[src/bdcc_pkg.sv]
package bdcc_pkg;

    // Lane count and timer width
    localparam int NUM_BUTTONS = 2;
    localparam int TIMER_WIDTH = 8;

    // Configuration registers are 8 bits wide
    localparam int CFG_W   = 8;
    localparam int CMP_W   = (TIMER_WIDTH > CFG_W) ? TIMER_WIDTH : CFG_W;
    localparam int TALLY_W = 3;
    localparam int CODE_W  = 2;

    localparam logic [TIMER_WIDTH-1:0] TIMER_MAX = {TIMER_WIDTH{1'b1}};
    localparam logic [TALLY_W-1:0]     TALLY_MAX = TALLY_W'(4);

    // Stream payload widths, padded to whole bytes
    localparam int IN_DATA_W  = 8;
    localparam int OUT_DATA_W = 16;

    // Reset values of the configuration registers
    localparam logic [CFG_W-1:0] DEBOUNCE_RST = CFG_W'(2);
    localparam logic [CFG_W-1:0] WINDOW_RST   = CFG_W'(30);
    localparam logic [CFG_W-1:0] HOLDOFF_RST  = CFG_W'(10);
    localparam logic [CFG_W-1:0] STARTUP_RST  = CFG_W'(20);

    typedef logic [TIMER_WIDTH-1:0] t_timer;

    // Configuration register indexes
    typedef enum logic [1:0] {
        REG_DEBOUNCE = 2'd0,
        REG_WINDOW   = 2'd1,
        REG_HOLDOFF  = 2'd2,
        REG_STARTUP  = 2'd3
    } t_cfg_idx;

    // Click sequencer phase
    typedef enum logic [1:0] {
        PH_IDLE  = 2'd0,
        PH_COUNT = 2'd1,
        PH_HOLD  = 2'd2
    } t_phase;

    // Click codes
    localparam logic [CODE_W-1:0] CODE_NONE = CODE_W'(0);

    typedef struct packed {
        logic [CFG_W-1:0] debounce_ticks;
        logic [CFG_W-1:0] click_window_ticks;
        logic [CFG_W-1:0] holdoff_ticks;
        logic [CFG_W-1:0] startup_ticks;
    } t_cfg;

    // Per-lane result of one beat
    typedef struct packed {
        logic              level;
        logic              press;
        logic              release_ev;
        logic [CODE_W-1:0] code;
    } t_lane_ev;

    // Saturating timer increment
    function automatic t_timer sat_inc(input t_timer v);
        sat_inc = (v == TIMER_MAX) ? v : v + t_timer'(1);
    endfunction

    // Timer compared against an 8-bit register
    function automatic logic timer_ge(input t_timer t, input logic [CFG_W-1:0] lim);
        timer_ge = CMP_W'(t) >= CMP_W'(lim);
    endfunction

endpackage

[src/bdcc_lane.sv]
module bdcc_lane
    import bdcc_pkg::*;
(
    input  logic     i_clk,
    input  logic     i_rst_n,
    input  logic     i_step,
    input  logic     i_tick,
    input  logic     i_pressed,
    input  t_cfg     i_cfg,
    output t_lane_ev o_ev
);

    logic               r_mark,  n_mark;
    logic               r_level, n_level;
    logic               r_prev,  n_prev;
    t_timer             r_run,   n_run;
    t_phase             r_phase, n_phase;
    logic [TALLY_W-1:0] r_tally, n_tally;
    t_timer             r_timer, n_timer;

    // State registers
    always_ff @(posedge i_clk) begin
        if (!i_rst_n) begin
            r_mark  <= 1'b0;
            r_level <= 1'b0;
            r_prev  <= 1'b0;
            r_run   <= '0;
            r_phase <= PH_IDLE;
            r_tally <= '0;
            r_timer <= '0;
        end else begin
            r_mark  <= n_mark;
            r_level <= n_level;
            r_prev  <= n_prev;
            r_run   <= n_run;
            r_phase <= n_phase;
            r_tally <= n_tally;
            r_timer <= n_timer;
        end
    end

    // Debounce, edge detect and click sequencing for one beat
    always_comb begin
        logic               agree;
        t_timer             run_inc;
        logic [TALLY_W-1:0] tally_cur;

        agree     = ~r_level;
        run_inc   = sat_inc(r_run);
        tally_cur = r_tally;

        n_mark  = r_mark;
        n_level = r_level;
        n_prev  = r_prev;
        n_run   = r_run;
        n_phase = r_phase;
        n_tally = r_tally;
        n_timer = r_timer;

        o_ev.press      = 1'b0;
        o_ev.release_ev = 1'b0;
        o_ev.code       = CODE_NONE;

        if (i_step) begin
            // Window mark: while the level is low, released clears it; while high, pressed sets it
            if (!r_level) begin
                if (!i_pressed) n_mark = 1'b0;
            end else begin
                if (i_pressed) n_mark = 1'b1;
            end

            if (i_tick) begin
                // Whole window disagreed with the level: extend the run, flip at the debounce limit
                if (n_mark == agree) begin
                    if (timer_ge(run_inc, i_cfg.debounce_ticks)) begin
                        n_level = agree;
                        n_run   = '0;
                    end else begin
                        n_run = run_inc;
                    end
                end else begin
                    n_mark = agree;
                    n_run  = '0;
                end

                // Edge events on the debounced level
                if (!r_prev && n_level) begin
                    o_ev.press = 1'b1;
                    n_prev     = 1'b1;
                end else if (r_prev && !n_level) begin
                    o_ev.release_ev = 1'b1;
                    n_prev          = 1'b0;
                end

                // Click sequencer
                case (r_phase)
                    PH_COUNT: begin
                        if (o_ev.press && (r_tally < TALLY_MAX)) begin
                            tally_cur = r_tally + TALLY_W'(1);
                        end
                        if (timer_ge(r_timer, i_cfg.click_window_ticks)) begin
                            if (tally_cur >= TALLY_W'(1) && tally_cur <= TALLY_W'(3)) begin
                                o_ev.code = tally_cur[CODE_W-1:0];
                            end
                            n_timer = '0;
                            n_tally = '0;
                            n_phase = PH_HOLD;
                        end else begin
                            n_tally = tally_cur;
                            n_timer = sat_inc(r_timer);
                        end
                    end
                    PH_HOLD: begin
                        if (timer_ge(r_timer, i_cfg.holdoff_ticks)) begin
                            n_phase = PH_IDLE;
                            n_timer = '0;
                        end else begin
                            n_timer = sat_inc(r_timer);
                        end
                    end
                    default: begin
                        n_phase = PH_IDLE;
                        if (o_ev.press) begin
                            n_timer = '0;
                            n_tally = TALLY_W'(1);
                            n_phase = PH_COUNT;
                        end
                    end
                endcase
            end
        end

        o_ev.level = n_level;
    end

endmodule

[src/bdcc_startup.sv]
module bdcc_startup
    import bdcc_pkg::*;
(
    input  logic             i_clk,
    input  logic             i_rst_n,
    input  logic             i_step,
    input  logic             i_tick,
    input  logic             i_pressed,
    input  logic [CFG_W-1:0] i_startup_ticks,
    output logic             o_active,
    output logic             o_active_next
);

    logic   r_active, n_active;
    logic   r_mark,   n_mark;
    t_timer r_timer,  n_timer;

    always_ff @(posedge i_clk) begin
        if (!i_rst_n) begin
            r_active <= 1'b1;
            r_mark   <= 1'b0;
            r_timer  <= '0;
        end else begin
            r_active <= n_active;
            r_mark   <= n_mark;
            r_timer  <= n_timer;
        end
    end

    // Release check over start-up windows on button 0, repeated until one window passes with no press
    always_comb begin
        n_active = r_active;
        n_mark   = r_mark;
        n_timer  = r_timer;
        if (i_step && r_active) begin
            if (i_tick) n_timer = sat_inc(r_timer);
            if (i_pressed) n_mark = 1'b1;
            if (timer_ge(n_timer, i_startup_ticks)) begin
                n_timer = '0;
                if (!n_mark) n_active = 1'b0;
                n_mark = 1'b0;
            end
        end
    end

    assign o_active      = r_active;
    assign o_active_next = n_active;

endmodule

[src/button_debounce_click_classifier.sv]
// Channel   Dir  Handshake                 Payload
// s_axis    in   i_s_tvalid / o_s_tready   i_s_tdata: raw_button_a, raw_button_b, tick
// m_axis    out  o_m_tvalid / i_m_tready   o_m_tdata: stable, press, release, click, starting
// cfg       in   i_cfg_valid / o_cfg_ready i_cfg_index, i_cfg_data
//
// One beat per cycle while o_s_tready is high: after start-up, each button lane updates its state in the
// accept cycle, and the merged result sits in a single output register from the next cycle.
// o_s_tready drops only while that output register is full and i_m_tready is low.
// Synchronous active-low reset; after reset the block holds in start-up until a
// start-up window passes with button 0 released. The cfg port is always ready.
module button_debounce_click_classifier
    import bdcc_pkg::*;
(
    input  logic                  i_clk,
    input  logic                  i_rst_n,
    input  logic                  i_s_tvalid,
    output logic                  o_s_tready,
    // [0] raw_button_a, [1] raw_button_b, [2] tick, [7:3] zero
    input  logic [IN_DATA_W-1:0]  i_s_tdata,
    output logic                  o_m_tvalid,
    input  logic                  i_m_tready,
    // [0] stable_a, [1] stable_b, [2] press_a, [3] press_b, [4] release_a,
    // [5] release_b, [7:6] click_code_a, [9:8] click_code_b, [10] starting, [15:11] zero
    output logic [OUT_DATA_W-1:0] o_m_tdata,
    input  logic                  i_cfg_valid,
    output logic                  o_cfg_ready,
    input  logic [1:0]            i_cfg_index,
    input  logic [CFG_W-1:0]      i_cfg_data
);

    t_cfg r_cfg;
    logic r_out_valid;
    logic [OUT_DATA_W-1:0] r_out_data;

    logic accept;
    logic tick;
    logic st_active, st_active_next;
    logic [NUM_BUTTONS-1:0] pressed;
    t_lane_ev ev [NUM_BUTTONS];
    t_lane_ev ev_a, ev_b;

    assign o_cfg_ready = 1'b1;
    assign o_s_tready  = !r_out_valid || i_m_tready;
    assign accept      = i_s_tvalid && o_s_tready;
    assign tick        = i_s_tdata[2];

    // Configuration registers
    always_ff @(posedge i_clk) begin
        if (!i_rst_n) begin
            r_cfg.debounce_ticks     <= DEBOUNCE_RST;
            r_cfg.click_window_ticks <= WINDOW_RST;
            r_cfg.holdoff_ticks      <= HOLDOFF_RST;
            r_cfg.startup_ticks      <= STARTUP_RST;
        end else if (i_cfg_valid) begin
            case (t_cfg_idx'(i_cfg_index))
                REG_DEBOUNCE: r_cfg.debounce_ticks     <= i_cfg_data;
                REG_WINDOW:   r_cfg.click_window_ticks <= i_cfg_data;
                REG_HOLDOFF:  r_cfg.holdoff_ticks      <= i_cfg_data;
                REG_STARTUP:  r_cfg.startup_ticks      <= i_cfg_data;
                default: ;
            endcase
        end
    end

    // Active-low pins; lanes past the second read as released
    always_comb begin
        pressed = '0;
        pressed[0] = ~i_s_tdata[0];
        if (NUM_BUTTONS > 1) pressed[1 % NUM_BUTTONS] = ~i_s_tdata[1];
    end

    bdcc_startup u_startup (
        .i_clk           (i_clk),
        .i_rst_n         (i_rst_n),
        .i_step          (accept),
        .i_tick          (tick),
        .i_pressed       (pressed[0]),
        .i_startup_ticks (r_cfg.startup_ticks),
        .o_active        (st_active),
        .o_active_next   (st_active_next)
    );

    // One lane per button
    for (genvar g = 0; g < NUM_BUTTONS; g++) begin : g_lane
        bdcc_lane u_lane (
            .i_clk     (i_clk),
            .i_rst_n   (i_rst_n),
            .i_step    (accept && !st_active),
            .i_tick    (tick),
            .i_pressed (pressed[g]),
            .i_cfg     (r_cfg),
            .o_ev      (ev[g])
        );
    end

    // Merge: lane 0 as button a, lane 1 as button b when present
    always_comb begin
        ev_a = ev[0];
        ev_b = '0;
        if (NUM_BUTTONS > 1) ev_b = ev[1 % NUM_BUTTONS];
    end

    // Output register
    always_ff @(posedge i_clk) begin
        if (!i_rst_n) begin
            r_out_valid <= 1'b0;
        end else if (accept) begin
            r_out_valid <= 1'b1;
        end else if (i_m_tready) begin
            r_out_valid <= 1'b0;
        end
    end

    always_ff @(posedge i_clk) begin
        if (accept) begin
            r_out_data <= {5'b0, st_active_next, ev_b.code, ev_a.code,
                           ev_b.release_ev, ev_a.release_ev,
                           ev_b.press, ev_a.press, ev_b.level, ev_a.level};
        end
    end

    assign o_m_tvalid = r_out_valid;
    assign o_m_tdata  = r_out_data;

endmodule
[config.mk]
export PLATFORM = sky130hd
export DESIGN_NAME = button_debounce_click_classifier
export DESIGN_NICKNAME = d
export VERILOG_FILES = /design/src/bdcc_pkg.sv /design/src/bdcc_lane.sv /design/src/bdcc_startup.sv /design/src/button_debounce_click_classifier.sv
export SDC_FILE = /design/constraint.sdc
export NUM_CORES = 1
export LEC_CHECK = 0
export ABC_AREA = 1
export ABC_CLOCK_PERIOD_IN_PS = 4350
export BUFFER_PORTS_ARGS = -buffer_cell sky130_fd_sc_hd__buf_2
export CAP_MARGIN = 20
export CORE_MARGIN = 2
export CORE_UTILIZATION = 35
export CTS_BUF_LIST = sky130_fd_sc_hd__clkbuf_8
export CTS_CLUSTER_SIZE = 16
export DETAILED_ROUTE_END_ITERATION = 8
export PLACE_DENSITY_LB_ADDON = 0.15
export SLEW_MARGIN = 20
export SYNTH_ARGS = -nofsm -noshare
export SYNTH_HDL_FRONTEND = slang
export SYNTH_SLANG_ARGS = --single-unit
[constraint.sdc]
create_clock -name i_clk -period 4.35 [get_ports i_clk]
set_input_delay 0.435 -clock i_clk [delete_from_list [all_inputs] [get_ports i_clk]]
set_output_delay 0.435 -clock i_clk [all_outputs]
set_load 0.005 [all_outputs]
* After elaboration in Yosys (flattened, before gate mapping) *
Cells that the tools add are included.
W data, S select, Z words.

storage, ports and cells
  latch bits = 0
  bits of input ports = 23
  flip-flop bits (word level) = 102
  memories kept = 0
  word-level logic and storage cells = 201
  output and inout port bits = 19
  memory bits (read-only) = 0
  bits in writable memories = 0

operators by class
  shift operators = 0
  div/mod/pow operators = 0
  bitwise operators = 6
  equality and inequality tests = 18
  multiplexer cells = 86
  add/sub/neg operators = 7
  multipliers = 0
  order comparisons = 13
  reductions and logical operators = 43

operator list
  operator               count
  $mux W8                18
  $ge A8 B8 Y1           7
  $mux W1                46
  $add A8 B1 Y8 const B  5
  $eq A8 B8 Y1 const B   5
  $mux W3                12
  $pmux W8 S2            2
  $reduce_and A4 Y1      4
  $pmux W3 S2            2
  $reduce_and A3 Y1      4
  $logic_and A1 B1 Y1    11
  $reduce_and A2 Y1      5
  $reduce_and A5 Y1      2
  $reduce_bool A2 Y1     5
  $eq A2 B2 Y1 const B   4
  $mux W2                4
  $ne A2 B1 Y1 const B   4
  $pmux W2 S2            2
  $add A3 B1 Y3 const B  2
  $eq A2 B1 Y1 const B   3
  $ge A3 B1 Y1 const B   2
  $le A3 B2 Y1 const B   2
  $logic_not A1 Y1       6
  $lt A3 B3 Y1 const B   2
  other kinds (6)        14

* Depth between registers and ports, before layout *
Gate-level depths: netlist of the first run.

  depth after elaboration = 21
  depth in mapped cells = 23
  depth with buffers taken out = 23

* By module *
A second synthesis of the first run with hierarchy kept.

second synthesis, totals
  cell total of the unflattened synthesis = 1011
  area, all modules = 6810.3 sq um

modules (own cells, without submodules)
  module                            instances  seq. area each (sq um)  area an instance (sq um)  cells each
  bdcc_lane                         2          480.5                   2079.5                    321
  button_debounce_click_classifier  1          991.0                   1757.9                    223
  bdcc_startup                      1          200.2                   893.4                     146

* Worst setup path before layout of the first run *
OpenSTA, ideal clock, no wires.

  path kind = reg2reg
  start = register g_lane[0].u_lane.r_run[0]
  end = register r_out_data[6], in the netlist o_m_tdata[6], data pin
  data arrival time = 3.163 ns
  period minus slack after synthesis = 3.423 ns
  library setup time = 0.260 ns
  data required time = 4.090 ns
  stages on the path, launching flop included = 22
  path slack = 0.927 ns
  path buffers = 0
  cells stage by stage = dfxtp_1 -> ha_1 -> nand3_1 -> inv_1 -> nand2_1 -> mux2_2 -> ha_1 -> inv_1 -> nor2_1 -> o21ai_0 -> nand2_1 -> nand2_1 -> nand3_1 -> nand2_1 -> and2_1 -> inv_1 -> ha_1 -> inv_1 -> or2_2 -> xor2_1 -> o2111ai_1 -> nor2_1

on the way
  cells in the longest elaborated chain, start to end = 19
  elaborated cells between the ends (all ways) = 21
  those cells by class = add/sub (1); order compare (3); eq/ne (1); mux (12); reduce/logical (4)

ends and longest elaborated chain
  what                                           RTL line                                 text
  start, declared                                bdcc_lane.sv:16                          t_timer r_run, n_run;
  start signal, assigned                         bdcc_lane.sv:35                          r_run <= n_run;
  $add A8 B1 Y8 or $eq A8 B8 Y1 (tied branches)  bdcc_pkg.sv:63                           sat_inc = (v == TIMER_MAX) ? v : v + t_timer'(1);
  $mux W8 *                                      bdcc_pkg.sv:63
  $ge A8 B8 Y1 *                                 bdcc_pkg.sv:68                           timer_ge = CMP_W'(t) >= CMP_W'(lim);
  $mux W1 *                                      bdcc_lane.sv:75                          if (timer_ge(run_inc, i_cfg.debounce_ticks)) begin
  $mux W1 *                                      bdcc_lane.sv:74                          if (n_mark == agree) begin
  $mux W1 *                                      bdcc_lane.sv:72                          if (i_tick) begin
  $mux W1 *                                      bdcc_lane.sv:64                          if (i_step) begin
  $logic_and A1 B1 Y1 *                          bdcc_lane.sv:87                          if (!r_prev && n_level) begin
  [3 not listed]                                 -
  $logic_and A1 B1 Y1 *                          bdcc_lane.sv:98                          if (o_ev.press && (r_tally < TALLY_MAX)) begin
  $mux W3 *                                      bdcc_lane.sv:98
  $mux W3 *                                      bdcc_lane.sv:96                          case (r_phase)
  $mux W3 *                                      bdcc_lane.sv:72
  $mux W3 *                                      bdcc_lane.sv:64
  $ge A3 B1 Y1 or $le A3 B2 Y1 (tied branches)   bdcc_lane.sv:102                         if (tally_cur >= TALLY_W'(1) && tally_cur <= TALLY_W'(3)) begin
  $logic_and A1 B1 Y1                            bdcc_lane.sv:102
  $reduce_and A5 Y1 (no line)                    -
  end signal, assigned                           button_debounce_click_classifier.sv:116  r_out_data <= {5'b0, st_active_next, ev_b.code, ev_a.code,
  end, declared                                  button_debounce_click_classifier.sv:33   logic [OUT_DATA_W-1:0] r_out_data;

Mark *: on every way between the ends. The rest lies on a longest branch, timed or not. The select of a mux whose other input is x is not followed.
A chain may end at the register's enable or synchronous reset.

* Worst setup path after layout of the first run *
  start = register g_lane[0].u_lane.r_run[0]
  end = register r_out_data[7], in the netlist o_m_tdata[7], data pin

Same word-level chain as after synthesis.

==> results of run 1 <==
per-layer routing:
| layer | GRT usage [%] | part of all wire [%] |
|---|---|---|
| met1 | 23.3 | 52 |
| met2 | 25.7 | 44 |
| met3 | 3.60 | 3.8 |
| met4 | 3.47 | 0.95 |
| met5 | 0 | 0 |
cells by family (layout without fill, tap and decap cells):
family	count (synthesis)	in the layout	share of synthesized area, %
compound gates	168	168	14.2
xor+xnor	19	19	2.55
fa+ha+maj	71	71	13.6
buf+inv	147	171	9.10
flops	102	102	33.0
mux	2	2	0.326
other cells	2	6	0.115
simple gates	383	383	27.2
layout by cell type (no fill, tap or decap), types with 2 or more instances in the layout:
| cell | netlist | routed |
|---|---|---|
| nand4_1 | 8 | 8 |
| nand2_4 | 3 | 3 |
| o21ai_0 | 49 | 49 |
| edfxtp_1 | 11 | 11 |
| or2_0 | 2 | 2 |
| nor3_4 | 2 | 2 |
| o211ai_1 | 9 | 9 |
| and2_1 | 2 | 2 |
| nand2_2 | 2 | 2 |
| conb_1 | 2 | 6 |
| nand3b_1 | 4 | 4 |
| nor3_2 | 3 | 3 |
| nor2_4 | 8 | 8 |
| nor2_2 | 2 | 2 |
| o21bai_1 | 2 | 2 |
| o21a_1 | 5 | 5 |
| clkinvlp_4 | 0 | 2 |
| a21oi_1 | 91 | 91 |
| buf_2 | 2 | 30 |
| xnor2_1 | 5 | 5 |
| o31ai_1 | 2 | 2 |
| ha_1 | 71 | 71 |
| xor2_1 | 14 | 14 |
| inv_2 | 5 | 5 |
| inv_1 | 117 | 118 |
| nand3_1 | 59 | 59 |
| dfxtp_1 | 91 | 91 |
| bufinv_16 | 0 | 2 |
| o21ai_1 | 3 | 3 |
| nor2_1 | 68 | 68 |
| or2_2 | 5 | 5 |
| nor3_1 | 7 | 7 |
| clkbuf_8 | 0 | 10 |
| nand2_1 | 202 | 202 |
layout make-up:
cell class / count / area (sq um)
Fill cell: 1938 / 11100
Clock buffer: 10 / 138
Tap cell: 229 / 287
Timing Repair Buffer: 31 / 158
Multi-Input combinational cell: 649 / 3800
Clock inverter: 6 / 87.6
Sequential cell: 102 / 2150
Inverter: 124 / 472
cells in the mapped netlist, types with 3 or more instances:
library cell    n
buf_4           7
edfxtp_1       11
o21a_1          5
ha_1           71
or2_2           5
nand3b_1        4
nor3_1          7
xor2_1         14
a21oi_1        91
nor2_1         68
nor3_2          3
nand2_4         3
clkbuf_1       13
nand4_1         8
nand2_1       202
o21ai_0        49
nand3_1        59
o211ai_1        9
xnor2_1         5
o21ai_1         3
inv_1         117
nor2_4          8
dfxtp_1        91
inv_2           5
worst paths after layout:
check	startpoint	end	slack, ns	cells after the start
max	g_lane[0].u_lane.r_run[0]$_SDFFE_PN0P_	o_m_tdata[7]$_SDFFCE_PN0P_	0.48	21
min	i_m_tready	o_m_tvalid$_SDFFE_PN0P_	0.33	4
max reg2reg	g_lane[0].u_lane.r_run[0]$_SDFFE_PN0P_	o_m_tdata[7]$_SDFFCE_PN0P_	0.48	21
min reg2reg	r_cfg[1]$_SDFFE_PN0P_	r_cfg[1]$_SDFFE_PN0P_	0.47	2
report_power, final:
group	switching, mW	internal, mW	leakage (nW)
sequential	0.0120	0.975	0.847
clock	0.360	0.339	0.110
combinational	0.126	0.0576	2.27
critical path, delay by kind of cell (launching register included):
kind                     cells  cell delay [ns]
AND/OR/NAND/NOR             10             1.35
adder cells (fa/ha/maj)      3             0.74
multiplexers                 1             0.39
flip-flops                   1             0.36
AO/OA/AOI/OAI                2             0.32
buffers and inverters        4             0.28
XOR/XNOR                     1             0.18
registers in the layout, indices dropped and copies added, names as in the netlist:
name	cells
u_startup.r_mark	1
o_m_tvalid	1
g_lane.u_lane.r_level	2
g_lane.u_lane.r_timer	16
r_cfg	32
u_startup.r_timer	8
g_lane.u_lane.r_mark	2
g_lane.u_lane.r_run	16
g_lane.u_lane.r_tally	6
g_lane.u_lane.r_prev	2
u_startup.o_active	1
o_m_tdata	11
g_lane.u_lane.r_phase	4
through the flow:
step	setup slack (ns)	utilization (%)
detailed placement	0.515	37.8
CTS	0.492	39.1
floorplan	0.927	-
global route	0.0954	39.1
finish	0.482	39.1
global placement	0.556	37.8
==> flow_summary.json, run 1 <==
{
  "diodes": 0,
  "io_pins": 42,
  "avgSynthCellArea_sq_um": 7.31,
  "final_nets": 1011,
  "finClkSkew_ns": 0.0139,
  "ys_types": 51,
  "p_per_area_nw_per_um2": 264,
  "ant_nets": 0,
  "tightestPinTransition_ns": 0.948,
  "netlist.area_leader.share_pct": 27.9,
  "synthFlopType": "dfxtp_1",
  "place_area_sq_um": 6870,
  "crit_arrival_ns": 4.02,
  "path_class": "flip-flop to flip-flop",
  "fin_crit_sh_pct": 88.9,
  "layout_min_cycle_time_ns": 3.87,
  "setup_viol": 0,
  "drt_iter0_markers": 290,
  "clockBufferDepth": 2,
  "syn_inst": 894,
  "ys_top_cells_by_area": "dfxtp_1, ha_1, nand2_1",
  "syn-cell-area_sq_um": 6530,
  "place_congestion": 0.812,
  "grt_usage_pct": 16.4,
  "power.total_mw": 1.87,
  "worstPathCellList": "ha_1, nand3_1, inv_1, nand2_1, mux2_2, ha_1, inv_1, nor2_1, o21ai_0, nand2_1, nand2_1, nand3_1, nand2_1, and2_1, inv_1, ha_1, inv_1, or2_2, xor2_1, o2111ai_1, nor2_1",
  "yosysWarningCount": 0,
  "cts.repair.resized": 0,
  "final_cells": 1151,
  "via_per_inst": 4.81,
  "die_h_um": 141,
  "drive_gt1_share_pct": 9.44,
  "cts_setup_buffers": 0,
  "worstPathRequired_ns": 4.50,
  "grt_max_degree": 47,
  "grt_overflow": 0,
  "portBuffers": 30,
  "p_leak_nw": 3.23,
  "grt_pass1_vias": 5049,
  "worstSkewPairLatency_ns": 0.39,
  "wl_um": 15400,
  "rsz0062_at_grt": "no",
  "cts_root_buf": "clkbuf_8",
  "fp.coreArea_sq_um": 18100,
  "status": "completed",
  "cts.sinks": 102,
  "num_rows": 49,
  "drv_cap": 0,
  "synth_top_area_cell": "dfxtp_1",
  "tritoncts": "built",
  "drc": 0,
  "hold_viol": 0,
  "die_area_sq_um": 19800,
  "cpMaxStageDelayCell": "mux2_2",
  "worst_setup_path_start_kind": "flip-flop",
  "die_width_um": 141,
  "stdcell_area_sq_um": 7090,
  "numCtsBuffers": 9,
  "min_path_type": "input pin to flip-flop",
  "grt_antenna_before_repair": 0,
  "cts_hold_buf": 0,
  "ys_ff_latch": 102,
  "synthToLayoutAreaGrowth_pct": 8.60,
  "worstSetupEndpointType": "flip-flop",
  "fin_setup_tns_ns": 0,
  "cp_max_fo": 8,
  "max_slew_margin_pct": 36.7,
  "dp_cells": 1135,
  "grt_pass1_wl_um": 25800,
  "initial_utilization_pct": 36.0,
  "max_freq_ghz": 0.259,
  "wire_per_inst_um": 13.4,
  "synth_edf_count": 11,
  "cts.htree.levels": 3,
  "firstDrtPassIters": 6,
  "hpwl_um": 11400,
  "holdWs_ns": 0.334,
  "max_stage_delay_ns": 0.39,
  "async_reset_ff_share_pct": 0,
  "ys_seq_area_share_pct": 33.0,
  "peakVddDrop_uv": 144,
  "clkTransAtPathRegs_ns": 0.11,
  "vias": 5540,
  "slew_viol_final": 0
}
(Power assumes the default switching activity.)
==> run 2: changes to the inputs <==
--- a/config.mk
+++ b/config.mk
@@ -9,6 +9,7 @@
 export ABC_CLOCK_PERIOD_IN_PS = 4350
 export BUFFER_PORTS_ARGS = -buffer_cell sky130_fd_sc_hd__buf_2
 export CAP_MARGIN = 20
+export CORE_ASPECT_RATIO = 0.8
 export CORE_MARGIN = 2
 export CORE_UTILIZATION = 35
 export CTS_BUF_LIST = sky130_fd_sc_hd__clkbuf_8
@@ -18,4 +19,5 @@
 export SLEW_MARGIN = 20
 export SYNTH_ARGS = -nofsm -noshare
 export SYNTH_HDL_FRONTEND = slang
+export SYNTH_HIERARCHICAL = 1
 export SYNTH_SLANG_ARGS = --single-unit
==> run 2 against run 1 <==
Worst hold slack got worse by 0.0039 ns; critical path depth is the same; setup slack better by 0.43 ns; critical path type unchanged; largest power group unchanged.
==> flow_summary.json, run 2 <==
{
  "status": "completed",
  "worstSetupEndpointType": "flip-flop",
  "cpMaxStageDelayCell": "dfxtp_1",
  "grt_max_degree": 44,
  "p_leak_nw": 3.69,
  "drv_cap": 0,
  "cts.sinks": 102,
  "die_width_um": 160,
  "ys_top_cells_by_area": "dfxtp_1, nand2_1, ha_1",
  "max_freq_ghz": 0.291,
  "critPathTopFamily": "simple AND/OR/NAND/NOR gates",
  "die_area_sq_um": 20600,
  "regMostFlops": "r_cfg",
  "numCtsBuffers": 9,
  "cts_root_buf": "clkbuf_8",
  "firstDrtPassIters": 4,
  "max_stage_delay_ns": 0.42,
  "p_per_area_nw_per_um2": 244,
  "setup_viol": 0,
  "tritoncts": "built",
  "layout_commonest_cell": "nand2_1",
  "netlist.area_leader.share_pct": 26.7,
  "async_reset_ff_share_pct": 0,
  "peakVddDrop_uv": 123,
  "fin_setup_tns_ns": 0,
  "hpwl_um": 11700,
  "hold_viol": 0,
  "r2r_cells": 21,
  "dp_cells": 1280,
  "portBuffers": 30,
  "syn_inst": 1011,
  "synthToLayoutAreaGrowth_pct": 8.27,
  "grt_overflow": 0,
  "initial_utilization_pct": 35.8,
  "final_nets": 1127,
  "layout_min_cycle_time_ns": 3.44,
  "max_slew_margin_pct": 55.7,
  "slew_viol_final": 0,
  "cts_hold_buf": 0,
  "worst_setup_path_start_kind": "flip-flop",
  "min_path_type": "input pin to flip-flop",
  "yosysWarningCount": 6,
  "grt_pass1_vias": 5134,
  "top_regs": "r_cfg (32), g_lane.u_lane/r_run (16), g_lane.u_lane/r_timer (16)",
  "die_h_um": 129,
  "layout_common_cells": "nand2_1, inv_1, nor2_1",
  "grt_pass1_wl_um": 26300,
  "ant_nets": 0,
  "cp_max_fo": 7,
  "ys_top_cells_by_count": "nand2_1, inv_1, nor2_1",
  "finClkSkew_ns": 0.0110,
  "ys_seq_area_share_pct": 31.6,
  "wl_um": 15700,
  "syn-cell-area_sq_um": 6810,
  "fin_crit_sh_pct": 79.0,
  "fp.coreArea_sq_um": 19000,
  "largest_reg_flops": 32,
  "cts.repair.resized": 0,
  "clkTransAtPathRegs_ns": 0.10,
  "cts.htree.levels": 3,
  "avgSynthCellArea_sq_um": 6.74,
  "worstPathCellList": "ha_1, nand2_1, nor3_1, xnor2_1, nand2_1, ha_1, nand2_1, nor2_1, nand4_1, nand3_1, nand2_1, nand2_1, ha_1, nor2_1, a21oi_2, nand2_2, inv_1, nor2_1, nor2_1, o21ai_0, nor2_1",
  "whs_path_depth": 3,
  "clockBufferDepth": 2,
  "cp_num_buf_inv": 1,
  "io_pins": 42,
  "drive_gt1_share_pct": 8.19,
  "vias": 5757,
  "tightestPinTransition_ns": 0.660,
  "cp.depth": 21,
  "path_class": "flip-flop to flip-flop",
  "rsz0062_at_grt": "no",
  "wire_per_inst_um": 12.1,
  "grt_usage_pct": 15.9,
  "synth_edf_count": 11,
  "num_rows": 45,
  "crit_arrival_ns": 3.78,
  "final_core_util_pct": 38.7,
  "via_per_inst": 4.44,
  "drc": 0,
  "ys_ff_latch": 102,
  "grt_antenna_before_repair": 1,
  "worstPathRequired_ns": 4.69,
  "cts_setup_buffers": 0,
  "ys_types": 38,
  "place_congestion": 0.772,
  "synth_top_area_cell": "dfxtp_1",
  "final_cells": 1297,
  "synthFlopType": "dfxtp_1",
  "worstSkewPairLatency_ns": 0.40,
  "drt_iter0_markers": 253,
  "yosysMostFrequentCell": "nand2_1"
}
## run 2: cell count changes after synthesis, sizes merged, moves of 4 or more
cell    before  now
inv        123  179
nand2      208  261
nor2        79  128
o21ai       53   28
a21oi       92   72
nand3       60   77
o211ai      10    0
nand4        9   17
buf         10   15
clkbuf      13    9
or2          7    3
## run 2: cells by family (layout without fill, tap and decap cells)
logic type	count (synthesis)	count (layout)	synth area share, %
buf+inv	206	229	12.0
mux	2	2	0.294
flops	102	102	31.6
simple gates	501	501	31.8
other cells	2	7	0.110
fa+ha+maj	71	71	13.0
compound gates	111	111	9.11
xor+xnor	16	16	2.06
## run 2: area by class of cell
cell class                      count  area [sq um]
Inverter                          182           683
Antenna cell                        1          2.50
Clock inverter                      6          61.3
Sequential cell                   102          2150
Tap cell                          258           323
Fill cell                        2041         11700
Multi-Input combinational cell    707          3860
Timing Repair Buffer               31           158
Clock buffer                       10           138
## run 2: where the power goes
group	internal (mW)	total (mW)	switching [mW]
clock	0.280	0.631	0.352
sequential	0.972	0.991	0.0182
combinational	0.0572	0.174	0.117
total	1.31	1.80	0.487
## run 2: worst paths after layout
path,start,end,slack (ns)
max,g_lane[1].u_lane/r_run[0]$_SDFFE_PN0P_,g_lane[1].u_lane/r_timer[1]$_SDFFE_PN0P_,0.91
min,i_cfg_data[3],r_cfg[11]$_SDFFE_PN1P_,0.33
max reg2reg,g_lane[1].u_lane/r_run[0]$_SDFFE_PN0P_,g_lane[1].u_lane/r_timer[1]$_SDFFE_PN0P_,0.91
min reg2reg,g_lane[1].u_lane/r_tally[2]$_SDFFE_PN0P_,g_lane[1].u_lane/r_tally[2]$_SDFFE_PN0P_,0.47
## run 2: worst min-delay path: cells and delay by family
kind                   cells  cell delay, ns
AND/OR/NAND/NOR            2            0.13
buffers and inverters      1            0.14
## run 2: stage by stage
stage               power (mW)  hold WS, ns  cell area [sq um]  worst slack (ns)
finish                    1.80        0.330               7370             0.914
global route              1.89        0.327               7370             0.418
CTS                       1.84        0.304               7370             0.917
detailed placement        1.19        0.456               7170             0.939
global placement          1.19        0.456               7170             0.916
floorplan                 1.13        0.442               6830              1.42
## run 2: metal layers
metal	track usage, %	vias up	wire (um)	share of wire [%]
met3	3.16	16	663	4.2
met5	0	-	0	0
li1	-	3222	-	-
met2	23.5	63	6150	39
met4	4.98	0	252	1.6
met1	23.4	2456	8610	55
==> run 3: changes to the inputs <==
--- a/config.mk
+++ b/config.mk
@@ -5,8 +5,8 @@
 export SDC_FILE = /design/constraint.sdc
 export NUM_CORES = 1
 export LEC_CHECK = 0
-export ABC_AREA = 1
-export ABC_CLOCK_PERIOD_IN_PS = 4350
+export ABC_AREA = 0
+export ABC_CLOCK_PERIOD_IN_PS = 3000
 export BUFFER_PORTS_ARGS = -buffer_cell sky130_fd_sc_hd__buf_2
 export CAP_MARGIN = 20
 export CORE_ASPECT_RATIO = 0.8
==> constraint.sdc (replaced) <==
create_clock -name i_clk -period 3 [get_ports i_clk]
set_input_delay 0.3 -clock i_clk [delete_from_list [all_inputs] [get_ports i_clk]]
set_output_delay 0.3 -clock i_clk [all_outputs]
set_load 0.005 [all_outputs]
==> run 3 against run 2 <==
Global-route usage is 1.5 points higher; largest cell class unchanged; synthesized cell count is 16% lower; clock skew increased by 0.012 ns; power up 48%; the run now ends with setup timing left; non-clock buffer count rose by 77; sequential power up 43%.
==> flow_summary.json, run 3 <==
{
  "worstPathRequired_ns": 3.28,
  "cts.sinks": 102,
  "grt_pass1_wl_um": 29400,
  "status": "finished with violations",
  "slew_viol_final": 0,
  "grt_usage_pct": 17.5,
  "final_nets": 1019,
  "hp-start": "i_cfg_data[1]",
  "top_regs": "r_cfg (32), g_lane.u_lane/r_run (16), g_lane.u_lane/r_timer (16)",
  "fp.coreArea_sq_um": 19600,
  "routed.top_layer": "met4",
  "initial_utilization_pct": 35.4,
  "largest_reg_flops": 32,
  "wl_met2_um": 7480,
  "syn_inst": 850,
  "cts_hold_buf": 0,
  "place_area_sq_um": 7860,
  "p_leak_nw": 3.64,
  "wl_um": 18000,
  "worstSetupEndpointType": "flip-flop",
  "p_per_area_nw_per_um2": 310,
  "ys_top_cells_by_count": "nand2_1, dfxtp_1, inv_1",
  "whs_path_depth": 3,
  "diodes": 0,
  "layout_min_cycle_time_ns": 3.60,
  "vias": 6086,
  "via_per_inst": 5.10,
  "wire_per_inst_um": 15.1,
  "stdcell_area_sq_um": 8600,
  "die_h_um": 130,
  "layout_common_cells": "nand2_1, dfxtp_1, inv_1",
  "cts.htree.levels": 3,
  "drc": 0,
  "r2r_cells": 15,
  "min_path_type": "input pin to flip-flop",
  "nFillCells": 1969,
  "peakVddDrop_uv": 219,
  "crit_arrival_ns": 3.88,
  "worstSkewPairLatency_ns": 0.39,
  "drt_iter0_markers": 342,
  "fin_crit_sh_pct": 120,
  "rsz0062_at_grt": "yes",
  "met1Wirelength_um": 9840,
  "max_freq_ghz": 0.278,
  "cp_max_fo": 5,
  "max_slew_margin_pct": 58.4,
  "netlist.area_leader.share_pct": 26.2,
  "num_rows": 46,
  "tightestPinTransition_ns": 0.622,
  "hold_viol": 0,
  "grt_max_degree": 42,
  "synth_top_area_cell": "dfxtp_1",
  "grt_antenna_before_repair": 0,
  "layout_commonest_cell": "nand2_1",
  "ys_top_cells_by_area": "dfxtp_1, ha_1, mux2i_1",
  "yosysWarningCount": 6,
  "yosysMostFrequentCell": "nand2_1",
  "regMostFlops": "r_cfg",
  "power.total_mw": 2.66,
  "clockBufferDepth": 2,
  "ys_types": 59,
  "finClkSkew_ns": 0.0225,
  "die_area_sq_um": 21000,
  "syn-cell-area_sq_um": 6940,
  "drive_gt1_share_pct": 23.9,
  "drv_cap": 0,
  "die_width_um": 161,
  "hpwl_um": 13000,
  "worst_setup_path_start_kind": "flip-flop",
  "tritoncts": "built",
  "min_to": "r_cfg[1]$_SDFFE_PN0P_",
  "ys_ff_latch": 102,
  "synth_edf_count": 11,
  "ant_nets": 0,
  "path_class": "flip-flop to flip-flop",
  "seq_area_sq_um": 2160,
  "io_pins": 42,
  "async_reset_ff_share_pct": 0,
  "final_core_util_pct": 43.8,
  "firstDrtPassIters": 7,
  "fin_ws_ns": -0.602,
  "reg2reg_from": "g_lane[1].u_lane/r_run[1]$_SDFFE_PN0P_",
  "r2r_end": "g_lane[1].u_lane/r_timer[1]$_SDFFE_PN0P_",
  "portBuffers": 30,
  "grt_overflow": 0,
  "cts_root_buf": "clkbuf_8",
  "place_congestion": 0.773,
  "met3_length_um": 504,
  "synthFlopType": "dfxtp_1",
  "ys_seq_area_share_pct": 31.0,
  "numCtsBuffers": 9,
  "avgSynthCellArea_sq_um": 8.17,
  "rrSetupSlack_ns": -0.60,
  "setup_viol": 33,
  "multiInputGateArea_sq_um": 4810,
  "clkTransAtPathRegs_ns": 0.11,
  "violations": "setup timing",
  "synthToLayoutAreaGrowth_pct": 23.8,
  "grt_pass1_vias": 5658
}
-- run 3: cell types whose count changed after synthesis, moves of 14 or more --
cell and delta:
nand2_1 -153, inv_1 -99, nor2_1 -82, mux2i_1 +42, nand3_1 -34, nor2b_1 +26, clkbuf_1 +21, and3_1 +18
a21oi_1 -14
-- run 3: timing repair --
action                     in CTS  in global routing
gates cloned                    0                  1
buffers inserted                6                 10
setup endpoints to repair      32                 56
pin swaps                      24                 21
gates resized for setup        35                 53
-- run 3: per-layer routing --
layer | GRT usage, % | vias to the layer above
li1 | - | 3131
met1 | 26.7 | 2862
met2 | 25.5 | 78
met3 | 2.80 | 15
met4 | 3.99 | 0
met5 | 0 | -
-- run 3: cell families after synthesis --
kind of cell / synth area share [%]
other cells: 0.108
fa+ha+maj: 12.8
xor+xnor: 2.14
simple gates: 23.7
flops: 31.0
compound gates: 14.7
mux: 7.80
buf+inv: 7.73
-- run 3: worst max-delay path, stage by stage, from the launching register on --
cell and delay (ns):
dfxtp_2 0.36, ha_4 0.13, and2_4 0.17, and3_4 0.23
mux2_4 0.32, ha_4 0.21, a2111o_1 0.46, a31o_4 0.27
mux2i_2 0.18, nand2_1 0.11, ha_4 0.20, buf_6 0.12
o311a_4 0.33, o21ai_4 0.11, mux2i_1 0.24, nor3_2 0.06
-- run 3: per-stage QoR --
| stage | setup TNS, ns | hold WS (ns) | setup WS (ns) | std cells |
|---|---|---|---|---|
| 3_5_place_dp | -16.23 | 0.453 | -0.768 | 1162 |
| 5_1_grt | -17.86 | 0.164 | -0.747 | 1194 |
| 4_1_cts | -11.01 | 0.129 | -0.570 | 1184 |
| 6_report | -13.09 | 0.157 | -0.602 | 1194 |
| 2_1_floorplan | -16.94 | 0.435 | -0.714 | 854 |
| 3_3_place_gp | -15.02 | 0.447 | -0.730 | 1162 |
-- run 3: how the worst max path moves through the flow --
stage               slack (ns)  depth (start not counted)                                       end                              startpoint
floorplan                -0.71                         19  g_lane[0].u_lane/r_tally[0]$_SDFFE_PN0P_  g_lane[0].u_lane/r_run[0]$_SDFFE_PN0P_
global placement         -0.73                         13  g_lane[1].u_lane/r_timer[3]$_SDFFE_PN0P_  g_lane[1].u_lane/r_run[1]$_SDFFE_PN0P_
detailed placement       -0.77                         13  g_lane[1].u_lane/r_timer[1]$_SDFFE_PN0P_  g_lane[1].u_lane/r_run[1]$_SDFFE_PN0P_
CTS                      -0.57                         16  g_lane[1].u_lane/r_timer[2]$_SDFFE_PN0P_  g_lane[1].u_lane/r_run[1]$_SDFFE_PN0P_
global route             -0.75                         16  g_lane[1].u_lane/r_timer[3]$_SDFFE_PN0P_  g_lane[1].u_lane/r_run[1]$_SDFFE_PN0P_
finish                   -0.60                         15  g_lane[1].u_lane/r_timer[1]$_SDFFE_PN0P_  g_lane[1].u_lane/r_run[1]$_SDFFE_PN0P_
-- run 3: where the power goes --
group          switching (mW)  total [mW]  internal [mW]
clock network           0.541        1.02          0.482
registers              0.0162        1.42           1.40
logic                   0.138       0.223         0.0844
total                   0.695        2.66           1.97
-- run 3: cell type report --
class	instances	area share, %
multi-input combinational	625	55.9
sequential	102	25.2
timing repair buffer	108	9.00
tap	264	3.84
inverter	79	3.45
clock buffer	9	1.44
clock inverter	7	1.19
